===== src/hdl/hrp_pkg.sv =====
// Package for the H.264 RTP packetizer: queue entry type, state enums,
// register indexes and header constants.
// No dependencies.
package hrp_pkg;

	localparam int LENGTH_BITS_DEF = 16;
	localparam int QUEUE_DEPTH     = 4;
	localparam int HDR_LEN         = 12;

	localparam logic [1:0]  REG_SSRC         = 2'd0;
	localparam logic [1:0]  REG_PAYLOAD_TYPE = 2'd1;
	localparam logic [1:0]  REG_MAX_PAYLOAD  = 2'd2;

	localparam logic [31:0] SSRC_RST         = 32'd0;
	localparam logic [6:0]  PAYLOAD_TYPE_RST = 7'd96;
	localparam logic [11:0] MAX_PAYLOAD_RST  = 12'd1400;
	localparam logic [11:0] MIN_PAYLOAD      = 12'd16;

	localparam logic [7:0]  RTP_VER_BYTE = 8'h80;
	localparam logic [7:0]  FU_A_TYPE    = 8'd28;
	localparam logic [7:0]  NRI_MASK     = 8'hE0;
	localparam logic [7:0]  TYPE_MASK    = 8'h1F;
	localparam logic [7:0]  FU_START     = 8'h80;
	localparam logic [7:0]  FU_END       = 8'h40;
	localparam logic [15:0] FIDX_MAX     = 16'hFFFF;

	// held count codes beyond the hold phase
	localparam logic [2:0]  HC_DONE     = 3'd4;
	localparam logic [2:0]  HC_WAIT_HDR = 3'd5;

	typedef enum logic {OP_HDR, OP_BYTE} op_kind_t;

	typedef struct packed {
		op_kind_t    kind;
		logic [7:0]  data;
		logic        pkt_last;
		logic        run_last;
		logic [31:0] ts;
	} op_t;

	typedef enum logic {F_IDLE, F_RUN} front_state_t;

	typedef enum logic [2:0] {PH_SHDR, PH_FHDR, PH_FIND, PH_FFUH, PH_DATA} phase_t;

	typedef enum logic {BK_OP, BK_HDR} back_state_t;

endpackage


===== src/hdl/hrp_front.sv =====
// Front end: accepts NAL bytes, holds the first four, strips the start code,
// picks single or FU-A mode and queues header and byte requests.
// Depends on hrp_pkg.
module hrp_front #(
	parameter int LENGTH_BITS = hrp_pkg::LENGTH_BITS_DEF
) (
	input  logic         clk,
	input  logic         arst_n,
	input  logic         in_valid,
	output logic         in_ready,
	input  logic [7:0]   data_byte,
	input  logic [15:0]  nal_length,
	input  logic [31:0]  timestamp,
	input  logic         first_of_nal,
	input  logic [11:0]  max_payload,
	output logic         push,
	output hrp_pkg::op_t push_op,
	input  logic         full
);
	import hrp_pkg::*;

	localparam int LB  = LENGTH_BITS;
	localparam int EXT = (LB > 16) ? LB : 16;
	localparam int CW  = ((LB > 12) ? LB : 12) + 1;

	front_state_t    state_q, state_d;
	phase_t          phase_q, phase_d;
	logic [7:0]      held_q [4];
	logic [7:0]      held_d [4];
	logic [2:0]      hc_q, hc_d;
	logic [LB-1:0]   rem_q, rem_d;
	logic [7:0]      nhdr_q, nhdr_d;
	logic            frag_q, frag_d;
	logic [11:0]     fill_q, fill_d;
	logic [15:0]     fidx_q, fidx_d;
	logic [31:0]     ts_q, ts_d;
	logic [2:0]      i_q, i_d;
	logic [2:0]      n_q, n_d;
	logic            slast_q, slast_d;

	logic [11:0]     m_eff;
	logic [EXT-1:0]  len_ext;
	logic [LB-1:0]   rem_in;
	logic [2:0]      strip;
	logic [CW-1:0]   len_c;
	logic [LB-1:0]   left_c;
	logic            final_c;
	logic [7:0]      fuh;
	logic [11:0]     fill1;
	logic            plast;

	assign m_eff   = (max_payload < MIN_PAYLOAD) ? MIN_PAYLOAD : max_payload;
	assign len_ext = EXT'(nal_length);
	assign rem_in  = len_ext[LB-1:0];
	assign left_c  = rem_q + LB'(n_q - 3'd1 - i_q);
	assign final_c = (i_q == n_q - 3'd1);

	always_comb begin
		state_d  = state_q;
		phase_d  = phase_q;
		held_d   = held_q;
		hc_d     = hc_q;
		rem_d    = rem_q;
		nhdr_d   = nhdr_q;
		frag_d   = frag_q;
		fill_d   = fill_q;
		fidx_d   = fidx_q;
		ts_d     = ts_q;
		i_d      = i_q;
		n_d      = n_q;
		slast_d  = slast_q;
		strip    = 3'd0;
		len_c    = '0;
		fuh      = '0;
		fill1    = fill_q + 12'd1;
		plast    = 1'b0;
		push     = 1'b0;
		push_op  = '0;
		in_ready = (state_q == F_IDLE);
		case (state_q)
			F_IDLE: begin
				if (in_valid) begin
					if (first_of_nal) begin
						hc_d   = 3'd0;
						rem_d  = rem_in;
						ts_d   = timestamp;
						frag_d = 1'b0;
						fill_d = '0;
						fidx_d = '0;
						nhdr_d = '0;
					end
					if (rem_d != '0) begin
						rem_d = rem_d - 1'b1;
						if (hc_d < HC_DONE) begin
							held_d[hc_d[1:0]] = data_byte;
							n_d  = hc_d + 3'd1;
							hc_d = n_d;
							if (n_d == HC_DONE || rem_d == '0) begin
								if (n_d >= 3'd3 && held_d[0] == 8'd0 && held_d[1] == 8'd0
									&& held_d[2] == 8'd1)
									strip = 3'd3;
								else if (n_d == 3'd4 && held_d[0] == 8'd0 && held_d[1] == 8'd0
									&& held_d[2] == 8'd0 && held_d[3] == 8'd1)
									strip = 3'd4;
								len_c = CW'(n_d - strip) + CW'(rem_d);
								hc_d  = HC_DONE;
								if (len_c <= CW'(m_eff)) begin
									frag_d  = 1'b0;
									slast_d = (len_c == '0);
									i_d     = strip;
									phase_d = PH_SHDR;
									state_d = F_RUN;
								end else begin
									frag_d = 1'b1;
									if (strip >= n_d) begin
										hc_d = HC_WAIT_HDR;
									end else begin
										nhdr_d = held_d[strip[1:0]];
										i_d    = strip + 3'd1;
										if (i_d < n_d) begin
											phase_d = (fill_d == '0) ? PH_FHDR : PH_DATA;
											state_d = F_RUN;
										end
									end
								end
							end
						end else if (hc_d == HC_WAIT_HDR) begin
							nhdr_d = data_byte;
							hc_d   = HC_DONE;
						end else begin
							held_d[0] = data_byte;
							i_d       = 3'd0;
							n_d       = 3'd1;
							phase_d   = (frag_d && fill_d == '0) ? PH_FHDR : PH_DATA;
							state_d   = F_RUN;
						end
					end
				end
			end
			F_RUN: begin
				if (!full) begin
					push = 1'b1;
					case (phase_q)
						PH_SHDR: begin
							push_op.kind     = OP_HDR;
							push_op.ts       = ts_q;
							push_op.pkt_last = slast_q;
							push_op.run_last = (i_q == n_q);
							if (i_q == n_q)
								state_d = F_IDLE;
							else
								phase_d = PH_DATA;
						end
						PH_FHDR: begin
							push_op.kind = OP_HDR;
							push_op.ts   = ts_q;
							phase_d      = PH_FIND;
						end
						PH_FIND: begin
							push_op.kind = OP_BYTE;
							push_op.data = (nhdr_q & NRI_MASK) | FU_A_TYPE;
							phase_d      = PH_FFUH;
						end
						PH_FFUH: begin
							fuh = nhdr_q & TYPE_MASK;
							if (fidx_q == '0)
								fuh = fuh | FU_START;
							else if (CW'(left_c) + CW'(1) <= CW'(m_eff))
								fuh = fuh | FU_END;
							push_op.kind = OP_BYTE;
							push_op.data = fuh;
							phase_d      = PH_DATA;
						end
						default: begin
							if (frag_q) begin
								plast  = (fill1 >= m_eff) || (left_c == '0);
								fill_d = plast ? 12'd0 : fill1;
								if (plast && fidx_q < FIDX_MAX)
									fidx_d = fidx_q + 16'd1;
							end else begin
								plast = (left_c == '0);
							end
							push_op.kind     = OP_BYTE;
							push_op.data     = held_q[i_q[1:0]];
							push_op.pkt_last = plast;
							push_op.run_last = final_c;
							if (final_c) begin
								state_d = F_IDLE;
							end else begin
								i_d     = i_q + 3'd1;
								phase_d = (frag_q && fill_d == '0) ? PH_FHDR : PH_DATA;
							end
						end
					endcase
				end
			end
			default: state_d = F_IDLE;
		endcase
	end

	always_ff @(posedge clk or negedge arst_n) begin
		if (!arst_n) begin
			state_q <= F_IDLE;
			phase_q <= PH_DATA;
			hc_q    <= '0;
			rem_q   <= '0;
			nhdr_q  <= '0;
			frag_q  <= 1'b0;
			fill_q  <= '0;
			fidx_q  <= '0;
			ts_q    <= '0;
			i_q     <= '0;
			n_q     <= '0;
			slast_q <= 1'b0;
		end else begin
			state_q <= state_d;
			phase_q <= phase_d;
			hc_q    <= hc_d;
			rem_q   <= rem_d;
			nhdr_q  <= nhdr_d;
			frag_q  <= frag_d;
			fill_q  <= fill_d;
			fidx_q  <= fidx_d;
			ts_q    <= ts_d;
			i_q     <= i_d;
			n_q     <= n_d;
			slast_q <= slast_d;
		end
	end

	always_ff @(posedge clk) begin
		held_q <= held_d;
	end

endmodule


===== src/hdl/hrp_fifo.sv =====
// Short request queue between the front end and the packet writer.
// Depends on hrp_pkg.
module hrp_fifo (
	input  logic         clk,
	input  logic         arst_n,
	input  logic         push,
	input  hrp_pkg::op_t push_op,
	output logic         full,
	input  logic         pop,
	output hrp_pkg::op_t pop_op,
	output logic         empty
);
	import hrp_pkg::*;

	localparam int AW = $clog2(QUEUE_DEPTH);
	localparam int CW = $clog2(QUEUE_DEPTH + 1);

	op_t           mem_q [QUEUE_DEPTH];
	logic [AW-1:0] wr_q, rd_q;
	logic [CW-1:0] cnt_q;
	logic          do_push, do_pop;

	assign full    = (cnt_q == CW'(QUEUE_DEPTH));
	assign empty   = (cnt_q == '0);
	assign do_push = push && !full;
	assign do_pop  = pop && !empty;
	assign pop_op  = mem_q[rd_q];

	always_ff @(posedge clk or negedge arst_n) begin
		if (!arst_n) begin
			wr_q  <= '0;
			rd_q  <= '0;
			cnt_q <= '0;
		end else begin
			if (do_push)
				wr_q <= (wr_q == AW'(QUEUE_DEPTH - 1)) ? '0 : wr_q + 1'b1;
			if (do_pop)
				rd_q <= (rd_q == AW'(QUEUE_DEPTH - 1)) ? '0 : rd_q + 1'b1;
			if (do_push && !do_pop)
				cnt_q <= cnt_q + 1'b1;
			else if (do_pop && !do_push)
				cnt_q <= cnt_q - 1'b1;
		end
	end

	always_ff @(posedge clk) begin
		if (do_push)
			mem_q[wr_q] <= push_op;
	end

endmodule


===== src/hdl/hrp_back.sv =====
// Packet writer: expands queued requests into RTP header and payload bytes,
// keeps the sequence number and drives the output register.
// Depends on hrp_pkg.
module hrp_back (
	input  logic         clk,
	input  logic         arst_n,
	input  logic         empty,
	input  hrp_pkg::op_t pop_op,
	output logic         pop,
	input  logic [31:0]  ssrc,
	input  logic [6:0]   payload_type,
	output logic         out_valid,
	input  logic         out_ready,
	output logic [7:0]   out_byte,
	output logic         packet_first,
	output logic         packet_last,
	output logic         run_last
);
	import hrp_pkg::*;

	localparam int HW = $clog2(HDR_LEN);

	back_state_t   st_q, st_d;
	op_t           cur_q, cur_d;
	logic [HW-1:0] hcnt_q, hcnt_d;
	logic [15:0]   seq_q, seq_d;
	logic          ov_q, ov_d;
	logic [7:0]    ob_q, ob_d;
	logic          of_q, of_d;
	logic          ol_q, ol_d;
	logic          orun_q, orun_d;
	logic          load;
	logic [7:0]    hdr_byte;

	assign load         = !ov_q || out_ready;
	assign out_valid    = ov_q;
	assign out_byte     = ob_q;
	assign packet_first = of_q;
	assign packet_last  = ol_q;
	assign run_last     = orun_q;

	always_comb begin
		case (hcnt_q)
			HW'(1):  hdr_byte = {1'b0, payload_type};
			HW'(2):  hdr_byte = seq_q[15:8];
			HW'(3):  hdr_byte = seq_q[7:0];
			HW'(4):  hdr_byte = cur_q.ts[31:24];
			HW'(5):  hdr_byte = cur_q.ts[23:16];
			HW'(6):  hdr_byte = cur_q.ts[15:8];
			HW'(7):  hdr_byte = cur_q.ts[7:0];
			HW'(8):  hdr_byte = ssrc[31:24];
			HW'(9):  hdr_byte = ssrc[23:16];
			HW'(10): hdr_byte = ssrc[15:8];
			HW'(11): hdr_byte = ssrc[7:0];
			default: hdr_byte = RTP_VER_BYTE;
		endcase
	end

	always_comb begin
		st_d   = st_q;
		cur_d  = cur_q;
		hcnt_d = hcnt_q;
		seq_d  = seq_q;
		ov_d   = ov_q && !out_ready;
		ob_d   = ob_q;
		of_d   = of_q;
		ol_d   = ol_q;
		orun_d = orun_q;
		pop    = 1'b0;
		case (st_q)
			BK_OP: begin
				if (load && !empty) begin
					pop  = 1'b1;
					ov_d = 1'b1;
					if (pop_op.kind == OP_HDR) begin
						ob_d   = RTP_VER_BYTE;
						of_d   = 1'b1;
						ol_d   = 1'b0;
						orun_d = 1'b0;
						seq_d  = seq_q + 16'd1;
						cur_d  = pop_op;
						hcnt_d = HW'(1);
						st_d   = BK_HDR;
					end else begin
						ob_d   = pop_op.data;
						of_d   = 1'b0;
						ol_d   = pop_op.pkt_last;
						orun_d = pop_op.run_last;
					end
				end
			end
			BK_HDR: begin
				if (load) begin
					ov_d = 1'b1;
					ob_d = hdr_byte;
					of_d = 1'b0;
					if (hcnt_q == HW'(HDR_LEN - 1)) begin
						ol_d   = cur_q.pkt_last;
						orun_d = cur_q.run_last;
						st_d   = BK_OP;
					end else begin
						ol_d   = 1'b0;
						orun_d = 1'b0;
						hcnt_d = hcnt_q + 1'b1;
					end
				end
			end
			default: st_d = BK_OP;
		endcase
	end

	always_ff @(posedge clk or negedge arst_n) begin
		if (!arst_n) begin
			st_q   <= BK_OP;
			hcnt_q <= '0;
			seq_q  <= '0;
			ov_q   <= 1'b0;
		end else begin
			st_q   <= st_d;
			hcnt_q <= hcnt_d;
			seq_q  <= seq_d;
			ov_q   <= ov_d;
		end
	end

	always_ff @(posedge clk) begin
		cur_q  <= cur_d;
		ob_q   <= ob_d;
		of_q   <= of_d;
		ol_q   <= ol_d;
		orun_q <= orun_d;
	end

endmodule


===== src/hdl/h264_rtp_packetizer.sv =====
// Top level of the H.264 RTP packetizer with FU-A fragmentation.
// Holds the configuration registers; depends on hrp_pkg, hrp_front, hrp_fifo, hrp_back.
//
// channel   dir  tdata / tuser / tlast
// s_axis    in   tdata: data_byte[7:0] nal_length[23:8] timestamp[55:24]; tuser: first_of_nal
// m_axis    out  tdata: out_byte[7:0]; tuser: packet_first[0] run_last[1]; tlast: packet_last
// cfg       in   cfg_index 0 ssrc, 1 payload_type, 2 max_payload
//
// An input byte is taken, then its requests are queued one per cycle unless the
// queue is full (one per plain byte, four if it opens an FU-A fragment, up to six
// after the start-code decision); the next byte is taken once the front end is idle.
// The output register moves one byte per cycle unless stalled; headers are twelve bytes.
// Reset clears control state and the sequence number; no clearing pass.
// A stalled output fills the four-entry queue and then holds s_axis_tready low.
module h264_rtp_packetizer #(
	parameter int LENGTH_BITS = hrp_pkg::LENGTH_BITS_DEF
) (
	input  logic        clk,
	input  logic        arst_n,
	input  logic        s_axis_tvalid,
	output logic        s_axis_tready,
	input  logic [55:0] s_axis_tdata,   // data_byte, nal_length, timestamp
	input  logic        s_axis_tuser,   // first_of_nal
	output logic        m_axis_tvalid,
	input  logic        m_axis_tready,
	output logic [7:0]  m_axis_tdata,   // out_byte
	output logic        m_axis_tlast,
	output logic [1:0]  m_axis_tuser,   // packet_first, run_last
	input  logic        cfg_wr_en,
	input  logic [1:0]  cfg_index,
	input  logic [31:0] cfg_data
);
	import hrp_pkg::*;

	logic [31:0] ssrc_q;
	logic [6:0]  pt_q;
	logic [11:0] maxp_q;
	logic        push, full, pop, empty;
	op_t         push_op, pop_op;

	always_ff @(posedge clk or negedge arst_n) begin
		if (!arst_n) begin
			ssrc_q <= SSRC_RST;
			pt_q   <= PAYLOAD_TYPE_RST;
			maxp_q <= MAX_PAYLOAD_RST;
		end else if (cfg_wr_en) begin
			case (cfg_index)
				REG_SSRC:         ssrc_q <= cfg_data;
				REG_PAYLOAD_TYPE: pt_q   <= cfg_data[6:0];
				REG_MAX_PAYLOAD:  maxp_q <= cfg_data[11:0];
				default: ;
			endcase
		end
	end

	hrp_front #(
		.LENGTH_BITS(LENGTH_BITS)
	) u_front (
		.clk         (clk),
		.arst_n      (arst_n),
		.in_valid    (s_axis_tvalid),
		.in_ready    (s_axis_tready),
		.data_byte   (s_axis_tdata[7:0]),
		.nal_length  (s_axis_tdata[23:8]),
		.timestamp   (s_axis_tdata[55:24]),
		.first_of_nal(s_axis_tuser),
		.max_payload (maxp_q),
		.push        (push),
		.push_op     (push_op),
		.full        (full)
	);

	hrp_fifo u_fifo (
		.clk    (clk),
		.arst_n (arst_n),
		.push   (push),
		.push_op(push_op),
		.full   (full),
		.pop    (pop),
		.pop_op (pop_op),
		.empty  (empty)
	);

	hrp_back u_back (
		.clk         (clk),
		.arst_n      (arst_n),
		.empty       (empty),
		.pop_op      (pop_op),
		.pop         (pop),
		.ssrc        (ssrc_q),
		.payload_type(pt_q),
		.out_valid   (m_axis_tvalid),
		.out_ready   (m_axis_tready),
		.out_byte    (m_axis_tdata),
		.packet_first(m_axis_tuser[0]),
		.packet_last (m_axis_tlast),
		.run_last    (m_axis_tuser[1])
	);

endmodule

===== config.mk =====
export PLATFORM = sky130hd
export DESIGN_NAME = h264_rtp_packetizer
export DESIGN_NICKNAME = d
export VERILOG_FILES = /design/src/hdl/hrp_pkg.sv /design/src/hdl/hrp_front.sv /design/src/hdl/hrp_fifo.sv /design/src/hdl/hrp_back.sv /design/src/hdl/h264_rtp_packetizer.sv
export SDC_FILE = /design/constraint.sdc
export NUM_CORES = 1
export LEC_CHECK = 0
export BUFFER_PORTS_ARGS = -buffer_cell sky130_fd_sc_hd__buf_2
export CAP_MARGIN = 5
export CELL_PAD_IN_SITES_DETAIL_PLACEMENT = 1
export CELL_PAD_IN_SITES_GLOBAL_PLACEMENT = 2
export CORE_MARGIN = 10
export CORE_UTILIZATION = 35
export DETAILED_ROUTE_END_ITERATION = 6
export PLACE_DENSITY_LB_ADDON = 0.1
export SYNTH_ARGS = -nofsm -noshare
export SYNTH_HDL_FRONTEND = slang
export SYNTH_SLANG_ARGS = --single-unit

===== constraint.sdc =====
create_clock -name clk -period 17 [get_ports clk]
set_input_delay 2.55 -clock clk [delete_from_list [all_inputs] [get_ports clk]]
set_output_delay 2.55 -clock clk [all_outputs]
set_load 0.005 [all_outputs]

Word-level counts from Yosys, hierarchy flattened --
Memory sizes are Yosys's and may differ from the RTL's. Cells that the tools add are included.
Cells by class: add/sub/neg operators 19, $lt $le $gt $ge 13, equal/unequal tests 44, multiplexer cells 157, bitwise gates (word level) 6, reductions and logical operators 58
Operators by type and width (number):
- $mux 16 | 10
- $mux 12 | 12
- $mux 8 | 18
- $mux 3 | 43
- $pmux 8 s11 | 1
- $mux 43 | 2
- $logic_not 16->1 | 3
- $mux 1 | 43
- $le 17x12->1 | 2
- $add 16x1->16 const B | 2
- $bmux 8 s2 | 2
- $bwmux 32 | 1
- $mux 32 | 1
- $pmux 16 s2 | 1
- $logic_not 12->1 | 2
- $logic_not 8->1 | 3
- $pmux 12 s2 | 1
- $pmux 8 s3 | 1
- $ne 2x2->1 const B | 9
- $add 16x1->17 const B | 1
- $add 17x16->17 | 1
- $logic_and 1x1->1 | 17
- $logic_not 17->1 | 1
- $add 16x16->16 | 1
- other kinds (61) | 119
Storage, ports and cells: register bits 256, RAM bits 172, input bits 96, output and inout port bits 13, memories 1
Memory list:
- u_fifo.mem_q | words 4, width 43, read ports 1, clocked after memory_dff 0, wr ports 1, RTL line hrp_fifo.sv:18 | op_t mem_q [QUEUE_DEPTH];

Logic depth before layout (Yosys ltp) --
Gate-level depths: netlist of the first run.
depth in word-level cells 31, mapped depth 39, gate-level depth less buffers 33

Modules after synthesis --
From an unflattened synthesis of the first run, not the netlist that was laid out.
Second synthesis, totals: cell total of the unflattened synthesis 1964, area total of the unflattened synthesis 23181.0 um2
Modules (own cells, without submodules):
- hrp_front | times used 1, cells each 1340, area each 11432.2 um2, sequential area each 3439.5 um2
- hrp_fifo | times used 1, cells each 262, area each 6645.1 um2, sequential area each 5340.1 um2
- hrp_back | times used 1, cells each 253, area each 3168.0 um2, sequential area each 1901.8 um2
- h264_rtp_packetizer | times used 1, cells each 109, area each 1935.6 um2, sequential area each 1286.2 um2

Worst setup path after synthesis of the first run --
Ideal clock, no wire load.
path type input to register, start input s_axis_tuser, end register u_front.i_q[0], arrival 9635 ps, setup slack 7288 ps, stages on the path 36, cells stage by stage buf_6 -> buf_6 -> buf_4 -> buf_2 -> buf_1 -> nand2b_1 -> ha_1 -> clkbuf_1 -> mux2_2 -> nor4_1 -> nand4_1 -> nor2_1 -> inv_1 -> ha_1 -> nor2b_1 -> o21ai_0 -> nand2b_1 -> inv_1 -> ha_1 -> o21a_1 -> o211ai_1 -> a31o_2 -> nand2_1 -> xor2_1 -> ha_1 -> a22o_1 -> nor4_1 -> o21ai_0 -> a211oi_1 -> nand2_2 -> inv_1 -> ha_1 -> nor2_1 -> nor2_1 -> a31oi_1 -> a21boi_1
On the way: longest elaborated chain between the ends 30, elaborated cells between the ends (all ways) 58, those cells by class add/sub: 5; order compare: 6; eq/ne: 8; mux: 23; bitwise: 1; reduce/logical: 15
RTL lines:
- from (decl) | RTL line h264_rtp_packetizer.sv:23 | input logic s_axis_tuser,
- $mux 3 | RTL line hrp_front.sv:83 | if (first_of_nal) begin
- $mux 3 | RTL line hrp_front.sv:82 | if (in_valid) begin
- $mux 3 | RTL line hrp_front.sv:80 | case (state_q)
- $not 2->3 (not written as such) | RTL line hrp_front.sv:95 | held_d[hc_d[1:0]] = data_byte;
- $ge 3x3->1 (not written as such) / $lt 3x1->1 (equally long branches) | RTL line hrp_front.sv:95
- $logic_and 1x1->1 (not written as such) | RTL line hrp_front.sv:95
- $mux 8 (not written as such) | RTL line hrp_front.sv:95
- $demux 8 s2 | RTL line hrp_front.sv:95
- (+14 left out)
- $add 17x16->17 | RTL line hrp_front.sv:105 | len_c = CW'(n_d - strip) + CW'(rem_d);
- $le 17x12->1 | RTL line hrp_front.sv:107 | if (len_c <= CW'(m_eff)) begin
- $mux 3 | RTL line hrp_front.sv:107
- $mux 3 | RTL line hrp_front.sv:98 | if (n_d == HC_DONE || rem_d == '0) begin
- $mux 3 | RTL line hrp_front.sv:94 | if (hc_d < HC_DONE) begin
- $mux 3 | RTL line hrp_front.sv:92 | if (rem_d != '0) begin
- $mux 3 | RTL line hrp_front.sv:82
- $pmux 3 s2 | RTL line hrp_front.sv:80
- to (signal assigned) | RTL line hrp_front.sv:225 | i_q <= i_d;
- to (decl) | RTL line hrp_front.sv:37 | logic [2:0] i_q, i_d;
Several ways; a longest one is shown, not always the timed one. The select of a mux whose other input is x is not followed. A chain may end at the register's enable or synchronous reset.

Final worst setup path of the first run --
Ends and elaborated chain as after synthesis.

==> results.toml, run 1 <==
[sta]
max_slew_margin_pct = 28.1
tns_ns = 0
setup_viol = 0
rsz0062_at_grt = "false"
setup_slack_ns = 6.61
clock_skew_ns = 0.0404
fin_crit_ns = 10.39
drv_slew = 0
fmax_ghz = 0.0962
hold_violations = 0
timing.final.crit_share_pct = 61.1
worst_pin_slew_ns = 1.08

[global_route]
grt_pass1_wl_mm = 108
use_met2_pct = 29.4
grt_max_degree = 72
grt_pass1_vias = 17500
grt_busiest_layer = "met2"
antenna_found_initial = 1
grt_use_met1_pct = 23.6
overflow = 0
use_met3_pct = 2.54
track_usage_pct = 17.7

[die]
core_area_sq_um = 66000
dieArea_sq_um = 77400
io-pin-count = 109
die-width_microns = 278
die_h_microns = 278
core.rowCount = 94
start_util_pct = 35.4

[synth]
syn_inst = 2023
synth_top_cell_by_area = "edfxtp_1"
synth-seq-area-share_pct = 51.3
synthMuxAreaShare_pct = 10.5
synth_edf_count = 249
synth_seq_cells = 428
synth_top_cells_by_area = "edfxtp_1 32%, dfrtp_1 18%, ha_1 6.2%, mux4_2 4.9%, mux2_2 4.4%"
synth_nets = 2242
synth_simple_gate_area_share_pct = 13.1
yosys.area.top_type_share_pct = 32.0
synth_top_family_by_area = "simple AND/OR/NAND/NOR gates"
synth-xor-area-share_pct = 3.90
synth_fa_ha_area_share_pct = 6.82
async_flop_share_pct = 41.8
syn_area_sq_um = 23400
ys_warn_count = 0
postSynthAreaPerCell_sq_um = 11.5
synth_flop_cell = "edfxtp_1"
synth-compound-area-share_pct = 10.9
synth_cell_type_count = 90

[route]
viasPerCell = 5.41
first_pass_iters = 4
drt-wirelength-per-cell_microns = 23.1
drc_errors = 0
drtIter0Drc = 982
vias = 16400
wl_mm = 69.7
ant_nets = 0

[cells_and_area]
finalNetCount = 2334
syn_to_final_growth_pct = 13.5
final_cell_mix = "249 x edfxtp_1, 216 x nand2_1, 168 x dfrtp_1"
antennaDiodeCount = 0
multi_input_area_sq_um = 10600
final_common_cell = "edfxtp_1"
drive_above_1_share_pct = 19.0
seqCellArea_sq_um = 12000
fill_cells = 7074

[outcome]
status = "completed"

[flow_run]
maxCapViolCount = 0

[critical_path]
cp_max_fo = 44
required_ns = 17.51
cp_common_cell = "ha_1"
worstPathArrival_ns = 10.90
end_kind = "flip-flop"
rrSetupSlack_ns = 8.66
crit_type = "in -> reg"
critPathMaxStageDelay_ns = 0.88
cp-start-kind = "input port"
cp_slowest_cell = "ha_1"

[clock_tree]
path_clk_slew_ns = 0.06
cts_buffers = 49
post_cts_buffers = 0
clock-root-buffer = "clkbuf_16"
post_cts_resized = 0
clock_latency_ns = 0.62
clockBufferDepth = 3
cts_hold_buf = 0
clkSinkCount = 428
htreeDepth = 2
tritoncts = "done"

[place]
pre_cts_slack_ns = 6.00
place_hpwl_mm = 49.5
place_congestion = 0.817
port_buffers = 108

[power_and_ir_drop]
p_leak_nw = 10.6
ir_drop_v = 0.0000904
power.density_nw_per_um2 = 222

[worst_hold_path]
min_path_type = "reg -> reg"
-- cells by family (layout without fill, tap and decap cells) --
| kind of cell | after synthesis | after routing |
|---|---|---|
| AO/OA/AOI/OAI | 381 | 381 |
| XOR/XNOR | 104 | 104 |
| adder cells (fa/ha/maj) | 123 | 123 |
| buffers and inverters | 204 | 337 |
| flip-flops | 428 | 428 |
| multiplexers | 168 | 168 |
| AND/OR/NAND/NOR | 615 | 615 |
-- final timing paths --
kind	end	depth (start not counted)	startpoint
max	u_front.i_q[0]	31	s_axis_tuser
min	u_front.ts_q[4]	2	u_front.ts_q[4]
max reg2reg	u_front.i_q[0]	29	u_front.hc_q[0]
min reg2reg	u_front.ts_q[4]	2	u_front.ts_q[4]
max in group asynchronous	maxp_q[0]	2	arst_n
min in group asynchronous	u_front.ts_q[7]	1	arst_n
-- cell type report --
cell class | instances | share of cell area, %
clock buffer | 60 | 4.93
tap | 864 | 4.08
clock inverter | 32 | 1.47
sequential | 428 | 45.2
timing repair buffer | 134 | 2.81
multi-input combinational | 1391 | 40.0
inverter | 111 | 1.57
-- power by group --
part	internal [mW]	switching (mW)
Combinational	1.25	1.90
Sequential	1.43	0.189
Clock	0.646	0.457
Total	3.32	2.55
-- Yosys cell counts, types with 19 or more instances --
| cell | count |
|---|---|
| xnor2_1 | 77 |
| a211oi_1 | 20 |
| nand2_1 | 217 |
| a22o_1 | 19 |
| inv_1 | 109 |
| a22oi_1 | 21 |
| dfrtp_1 | 170 |
| mux2i_1 | 22 |
| edfxtp_1 | 249 |
| nor2b_1 | 19 |
| nand3_1 | 39 |
| clkbuf_1 | 67 |
| nor2_1 | 113 |
| o21ai_0 | 81 |
| nor3_1 | 39 |
| mux2_2 | 92 |
| a21oi_1 | 87 |
| nand4_1 | 28 |
| ha_1 | 116 |
| xor2_1 | 27 |
| mux4_2 | 51 |
| and3_1 | 48 |
-- sequential cells by signal, indices dropped and copies added (netlist names), 4 cells and up --
| register | flops |
|---|---|
| u_back.out_byte | 8 |
| u_front.held_q | 32 |
| u_front.rem_q | 16 |
| u_front.ts_q | 32 |
| u_back.hcnt_q | 4 |
| u_back.seq_q | 16 |
| u_back.cur_q | 34 |
| u_front.fill_q | 12 |
| maxp_q | 12 |
| ssrc_q | 32 |
| u_front.nhdr_q | 8 |
| u_fifo.mem_q | 172 |
| u_front.fidx_q | 16 |
| pt_q | 7 |
-- routing by layer --
metal | vias up | routed length, microns
met5 | - | 0
met4 | 0 | 1850
met3 | 88 | 2340
met2 | 240 | 33600
met1 | 8330 | 31900
li1 | 7693 | -
-- stage by stage --
| stage | power, mW | cell area [sq um] | hold slack [ns] | instances | utilization [%] |
|---|---|---|---|---|---|
| after floorplan | 3.85 | 23400 | 0.437 | 2023 | - |
| after global placement | 4.74 | 24800 | 0.452 | 2928 | 37.6 |
| after detailed placement | 4.82 | 24800 | 0.455 | 2928 | 37.6 |
| after CTS | 5.96 | 26500 | 0.470 | 3020 | 40.2 |
| after global routing | 6.39 | 26500 | 0.491 | 3020 | 40.2 |
| final | 5.87 | 26500 | 0.462 | 3020 | 40.2 |
-- critical path, delay by kind of cell --
kind	cells	cell delay, ns
xor gates and xnor gates	1	0.24
and+or+nand+nor	11	2.58
AOI/OAI and AO/OA	9	1.95
adders and majority gates	5	2.15
buffers and inverters	4	0.96
muxes	1	0.43
Note: power is estimated with default switching activity, not from simulation.
==> run 2, diff against run 1 <==
==> constraint.sdc (replaced) <==
create_clock -name clk -period 10.63 [get_ports clk]
set_input_delay 1.5945 -clock clk [delete_from_list [all_inputs] [get_ports clk]]
set_output_delay 1.5945 -clock clk [all_outputs]
set_load 0.005 [all_outputs]
==> run 2 against run 1 <==
Compared with the run above: global-route usage up 0.076 points; sequential power up 60%; clock power up 66%; clock skew up 0.016 ns; combinational power up 60%; utilization up 0.082 points; register-to-register slack worse by 6.4 ns; routed wire length up 0.20%; cell count about the same; count of clock-buffer cells in the layout up 5; critical endpoint unchanged.
==> results.toml, run 2 (same netlist as run 1, synthesis figures left out) <==
[die]
die-width_microns = 278
io-pin-count = 109
die_h_microns = 278
dieArea_sq_um = 77400
core_area_sq_um = 66000
core.rowCount = 94
start_util_pct = 35.4

[outcome]
status = "completed"

[sta]
worst_pin_slew_ns = 1.15
max_slew_margin_pct = 23.0
timing.final.crit_share_pct = 85.5
tns_ns = 0
clock_skew_ns = 0.0560
drv_slew = 0
hold_violations = 0
fin_crit_ns = 9.09
rsz0062_at_grt = "false"
setup_viol = 0
fmax_ghz = 0.110

[clock_tree]
post_cts_resized = 0
clkSinkCount = 428
path_clk_slew_ns = 0.06
cts_buffers = 50
clock-root-buffer = "clkbuf_16"
clock_latency_ns = 0.63
cts_hold_buf = 0
clockBufferDepth = 3
htreeDepth = 2
post_cts_buffers = 0
tritoncts = "done"

[critical_path]
end_kind = "flip-flop"
worstPathArrival_ns = 9.59
crit_type = "in -> reg"
ff2ff_path_depth = 29
required_ns = 11.13
crit_family = "simple AND/OR/NAND/NOR gates"
r2r-end = "u_front.i_q[0]"
cp_max_fo = 20
r2r_start = "u_front.hc_q[0]"
critPathMaxStageDelay_ns = 0.86
cp-start-kind = "input port"
cp_slowest_cell = "ha_1"
cp_common_cell = "ha_1"
cp_num_buf_inv = 3
rrSetupSlack_ns = 2.22

[global_route]
grt_pass1_wl_mm = 107
grt_pass1_vias = 17500
grt_max_degree = 73
overflow = 0
track_usage_pct = 17.7
antenna_found_initial = 0

[place]
place_hpwl_mm = 49.3
placedCellCount = 2929
place_congestion = 0.812
port_buffers = 108

[power_and_ir_drop]
ir_drop_v = 0.000158
finalPower_mw = 9.46
power.density_nw_per_um2 = 356
p_leak_nw = 10.6

[cells_and_area]
final_cell_mix = "249 x edfxtp_1, 216 x nand2_1, 168 x dfrtp_1"
seqCellArea_sq_um = 12000
largest_reg_flops = 172
multi_input_area_sq_um = 10600
top_register = "u_fifo.mem_q"
final_common_cell = "edfxtp_1"
fill_cells = 7089
finalNetCount = 2336
top_regs = "u_fifo.mem_q x172, u_back.cur_q x34"
fin_cells = 3022
antennaDiodeCount = 0
syn_to_final_growth_pct = 13.8
drive_above_1_share_pct = 18.7

[worst_hold_path]
min-delay-start = "u_front.ts_q[10]"
min_path_cells = 2
min_path_type = "reg -> reg"
min_to = "u_front.ts_q[10]"

[route]
ant_nets = 0
wl_mm = 69.8
vias = 16500
first_pass_iters = 5
drtIter0Drc = 1019
drt-wirelength-per-cell_microns = 23.1
viasPerCell = 5.47
drc_errors = 0

[flow_run]
maxCapViolCount = 0
-- run 2: cell types whose count changed in the layout (fill, tap and decap cells not counted) --
| cell | delta |
|---|---|
| clkinv_4 | -3 |
| clkinv_2 | -4 |
| clkbuf_8 | -3 |
| clkbuf_1 | +7 |
| inv_8 | -1 |
| buf_4 | +1 |
| bufinv_16 | +3 |
| clkinv_1 | +1 |
| clkbuf_16 | +1 |
-- run 2: stage by stage --
stage          hold slack [ns]  utilization [%]  setup slack [ns]  area, sq um
2_1_floorplan            0.437                -              1.87        23400
3_3_place_gp             0.453             37.6              1.19        24800
6_report                 0.466             40.3              1.54        26600
3_5_place_dp             0.454             37.6             0.970        24800
4_1_cts                  0.469             40.3              1.58        26600
5_1_grt                  0.496             40.3             0.748        26600
-- run 2: worst max path at each step --
stage	to	depth (start not counted)	start	slack [ns]
after floorplan	u_front.i_q[0]	36	s_axis_tuser	1.87
after global placement	u_front.i_q[0]	30	s_axis_tuser	1.19
after detailed placement	u_front.i_q[0]	30	s_axis_tuser	0.97
after CTS	u_front.i_q[0]	30	s_axis_tuser	1.58
after global routing	u_front.i_q[0]	30	s_axis_tuser	0.75
final	u_front.i_q[0]	30	s_axis_tuser	1.54
-- run 2: power breakdown --
group          internal [mW]  total, mW  switching [mW]
logic                   2.00       5.03            3.04
clock network           1.10       1.83           0.734
registers               2.29       2.59           0.302
total                   5.38       9.46            4.07
-- run 2: tightest hold or removal path, delay by kind of cell (launching register included) --
family	cells	cell delay, ns
flops	1	0.33
simple gates	2	0.10
-- run 2: metal layers --
metal,up-vias,wire [microns],GRT usage [%],share of wire [%]
met3,98,2350,2.32,3.4
met1,8448,32500,23.8,47
li1,7696,-,-,-
met5,-,0,0,0
met4,0,1740,5.04,2.5
met2,289,33200,29.6,48
-- run 2: final cells by class --
cell class              instances  area share [%]
clock inverters                28            1.61
flip-flops and latches        428            45.1
well taps                     864            4.07
repair buffers                135            2.83
clock buffers                  65            4.96
inverters                     111            1.57
multi-input cells            1391            39.9
==> run 3, diff against run 2 <==
--- a/config.mk
+++ b/config.mk
@@ -12,6 +12,7 @@
 export CORE_MARGIN = 10
 export CORE_UTILIZATION = 35
 export DETAILED_ROUTE_END_ITERATION = 6
+export GPL_TIMING_DRIVEN = 0
 export PLACE_DENSITY_LB_ADDON = 0.1
 export SYNTH_ARGS = -nofsm -noshare
 export SYNTH_HDL_FRONTEND = slang
==> run 3 against run 2 <==
Compared with the run above: cell area is 1.3% higher; fmax is 8.1% lower; setup slack worse by 0.80 ns; combinational power grew 4%; clock skew down 0.011 ns; global-route usage grew 0.40 points; sequential cell count unchanged; register-to-register slack about the same; utilization rose by 0.53 points.
==> results.toml, run 3 (same netlist as run 1, synthesis figures left out) <==
[clock_tree]
post_cts_buffers = 0
clkSinkCount = 428
htreeDepth = 2
clock_latency_ns = 0.62
path_clk_slew_ns = 0.06
clockBufferDepth = 3
clock-root-buffer = "clkbuf_16"
cts_hold_buf = 0
tritoncts = "done"
cts_buffers = 50

[worst_hold_path]
min_path_type = "reg -> reg"
min_path_cells = 2
min-delay-start = "u_front.ts_q[9]"

[die]
die-width_microns = 278
dieArea_sq_um = 77400
core_area_sq_um = 66000
start_util_pct = 35.4
core.rowCount = 94
die_h_microns = 278
io-pin-count = 109

[place]
port_buffers = 107
place_area_sq_um = 25100
place_hpwl_mm = 53.7
place_congestion = 0.846

[critical_path]
cp_max_fo = 13
worstPathArrival_ns = 10.39
required_ns = 11.14
ff2ff_path_depth = 30
r2r_start = "u_front.hc_q[0]"
crit_type = "in -> reg"
cp-start-kind = "input port"
cp_common_cell = "ha_1"
cp_slowest_cell = "a211oi_2"
critPathMaxStageDelay_ns = 0.54
crit_family = "simple AND/OR/NAND/NOR gates"
cp_num_buf_inv = 9
cp.depth = 35
crit_path_start = "s_axis_tuser"
end_kind = "flip-flop"

[power_and_ir_drop]
p_leak_nw = 10.7
pwr-share-clk_pct = 18.9
power.density_nw_per_um2 = 354
p_seq_share_pct = 26.5
ir_drop_v = 0.000175
switching_share_pct = 43.6
power_frac_comb_pct = 54.7
finalPower_mw = 9.54
internal_power_mw = 5.38
power.switching_mw = 4.16

[route]
wl_mm = 71.1
first_pass_iters = 5
ant_nets = 0
vias = 16700
drc_errors = 0
drtIter0Drc = 1001
viasPerCell = 5.39
drt-wirelength-per-cell_microns = 23.0

[cells_and_area]
final_common_cell = "edfxtp_1"
finalNetCount = 2409
largest_reg_flops = 172
final_cell_area_sq_um = 26900
final_cell_mix = "249 x edfxtp_1, 217 x nand2_1, 170 x dfrtp_1"
top_register = "u_fifo.mem_q"
drive_above_1_share_pct = 18.2
final_util_pct = 40.8
syn_to_final_growth_pct = 15.2
top_regs = "u_fifo.mem_q x172, u_back.cur_q x34"
fill_cells = 7102

[sta]
setup_viol = 0
drv_slew = 0
hold_violations = 0
timing.final.crit_share_pct = 93.0
clock_skew_ns = 0.0448
tns_ns = 0
worst_pin_slew_ns = 1.18
fmax_ghz = 0.101
max_slew_margin_pct = 20.9
fin_crit_ns = 9.88
holdWs_ns = 0.469
rsz0062_at_grt = "false"

[global_route]
grt_max_degree = 92
overflow = 0
grt_pass1_vias = 17900
antenna_found_initial = 2
track_usage_pct = 18.1
grt_pass1_wl_mm = 110

[outcome]
status = "completed"

[flow_run]
maxCapViolCount = 0
run 3: repair_timing:
action,CTS,global route
resized for setup,2,4
endpoints found under the setup margin,17,16
gates cloned,0,0
run 3: layer usage:
layer / part of all wire, % / GRT usage (%) / vias up
met5: 0 / 0 / -
met4: 1.6 / 3.72 / 0
met3: 3.3 / 2.38 / 64
met2: 48 / 30.4 / 266
met1: 47 / 24.8 / 8527
li1: - / - / 7842
run 3: power groups by stage:
stage | Sequential [mW] | Clock [mW] | Combinational [mW]
2_1_floorplan | 2.46 | 0 | 3.70
3_3_place_gp | 2.56 | 0 | 5.12
3_5_place_dp | 2.56 | 0 | 5.24
4_1_cts | 2.53 | 1.86 | 5.29
5_1_grt | 2.57 | 1.93 | 5.90
6_report | 2.52 | 1.80 | 5.21
run 3: final timing paths:
kind                                           end  slack, ns
worst max-delay path            u_front.phase_q[2]       0.75
worst min-delay path               u_front.ts_q[9]       0.47
worst max register to register  u_front.phase_q[2]       2.21
worst min register to register     u_front.ts_q[9]       0.47
max in group asynchronous         u_front.rem_q[8]       8.68
min in group asynchronous          u_front.ts_q[8]       0.92
run 3: tightest hold or removal path: cells and delay by family (launching register included):
| family | cells | cell delay (ns) |
|---|---|---|
| flip-flops | 1 | 0.33 |
| AND/OR/NAND/NOR | 2 | 0.10 |
run 3: cell type report:
type / count / area, sq um / share of cell area, %
Clock buffer: 65 / 1400 / 5.20
Inverter: 111 / 417 / 1.55
Antenna cell: 1 / 2.50 / 0.00930
Multi-Input combinational cell: 1391 / 10600 / 39.4
Clock inverter: 29 / 360 / 1.34
Tap cell: 864 / 1080 / 4.02
Buffer: 93 / 402 / 1.49
Sequential cell: 428 / 12000 / 44.5
Timing Repair Buffer: 115 / 686 / 2.55
run 3: stage by stage:
step | setup WS, ns | std cells
floorplan | 1.87 | 2023
global placement | -1.09 | 2994
detailed placement | -1.14 | 3001
CTS | 0.0603 | 3095
global route | 0.113 | 3096
finish | 0.747 | 3097
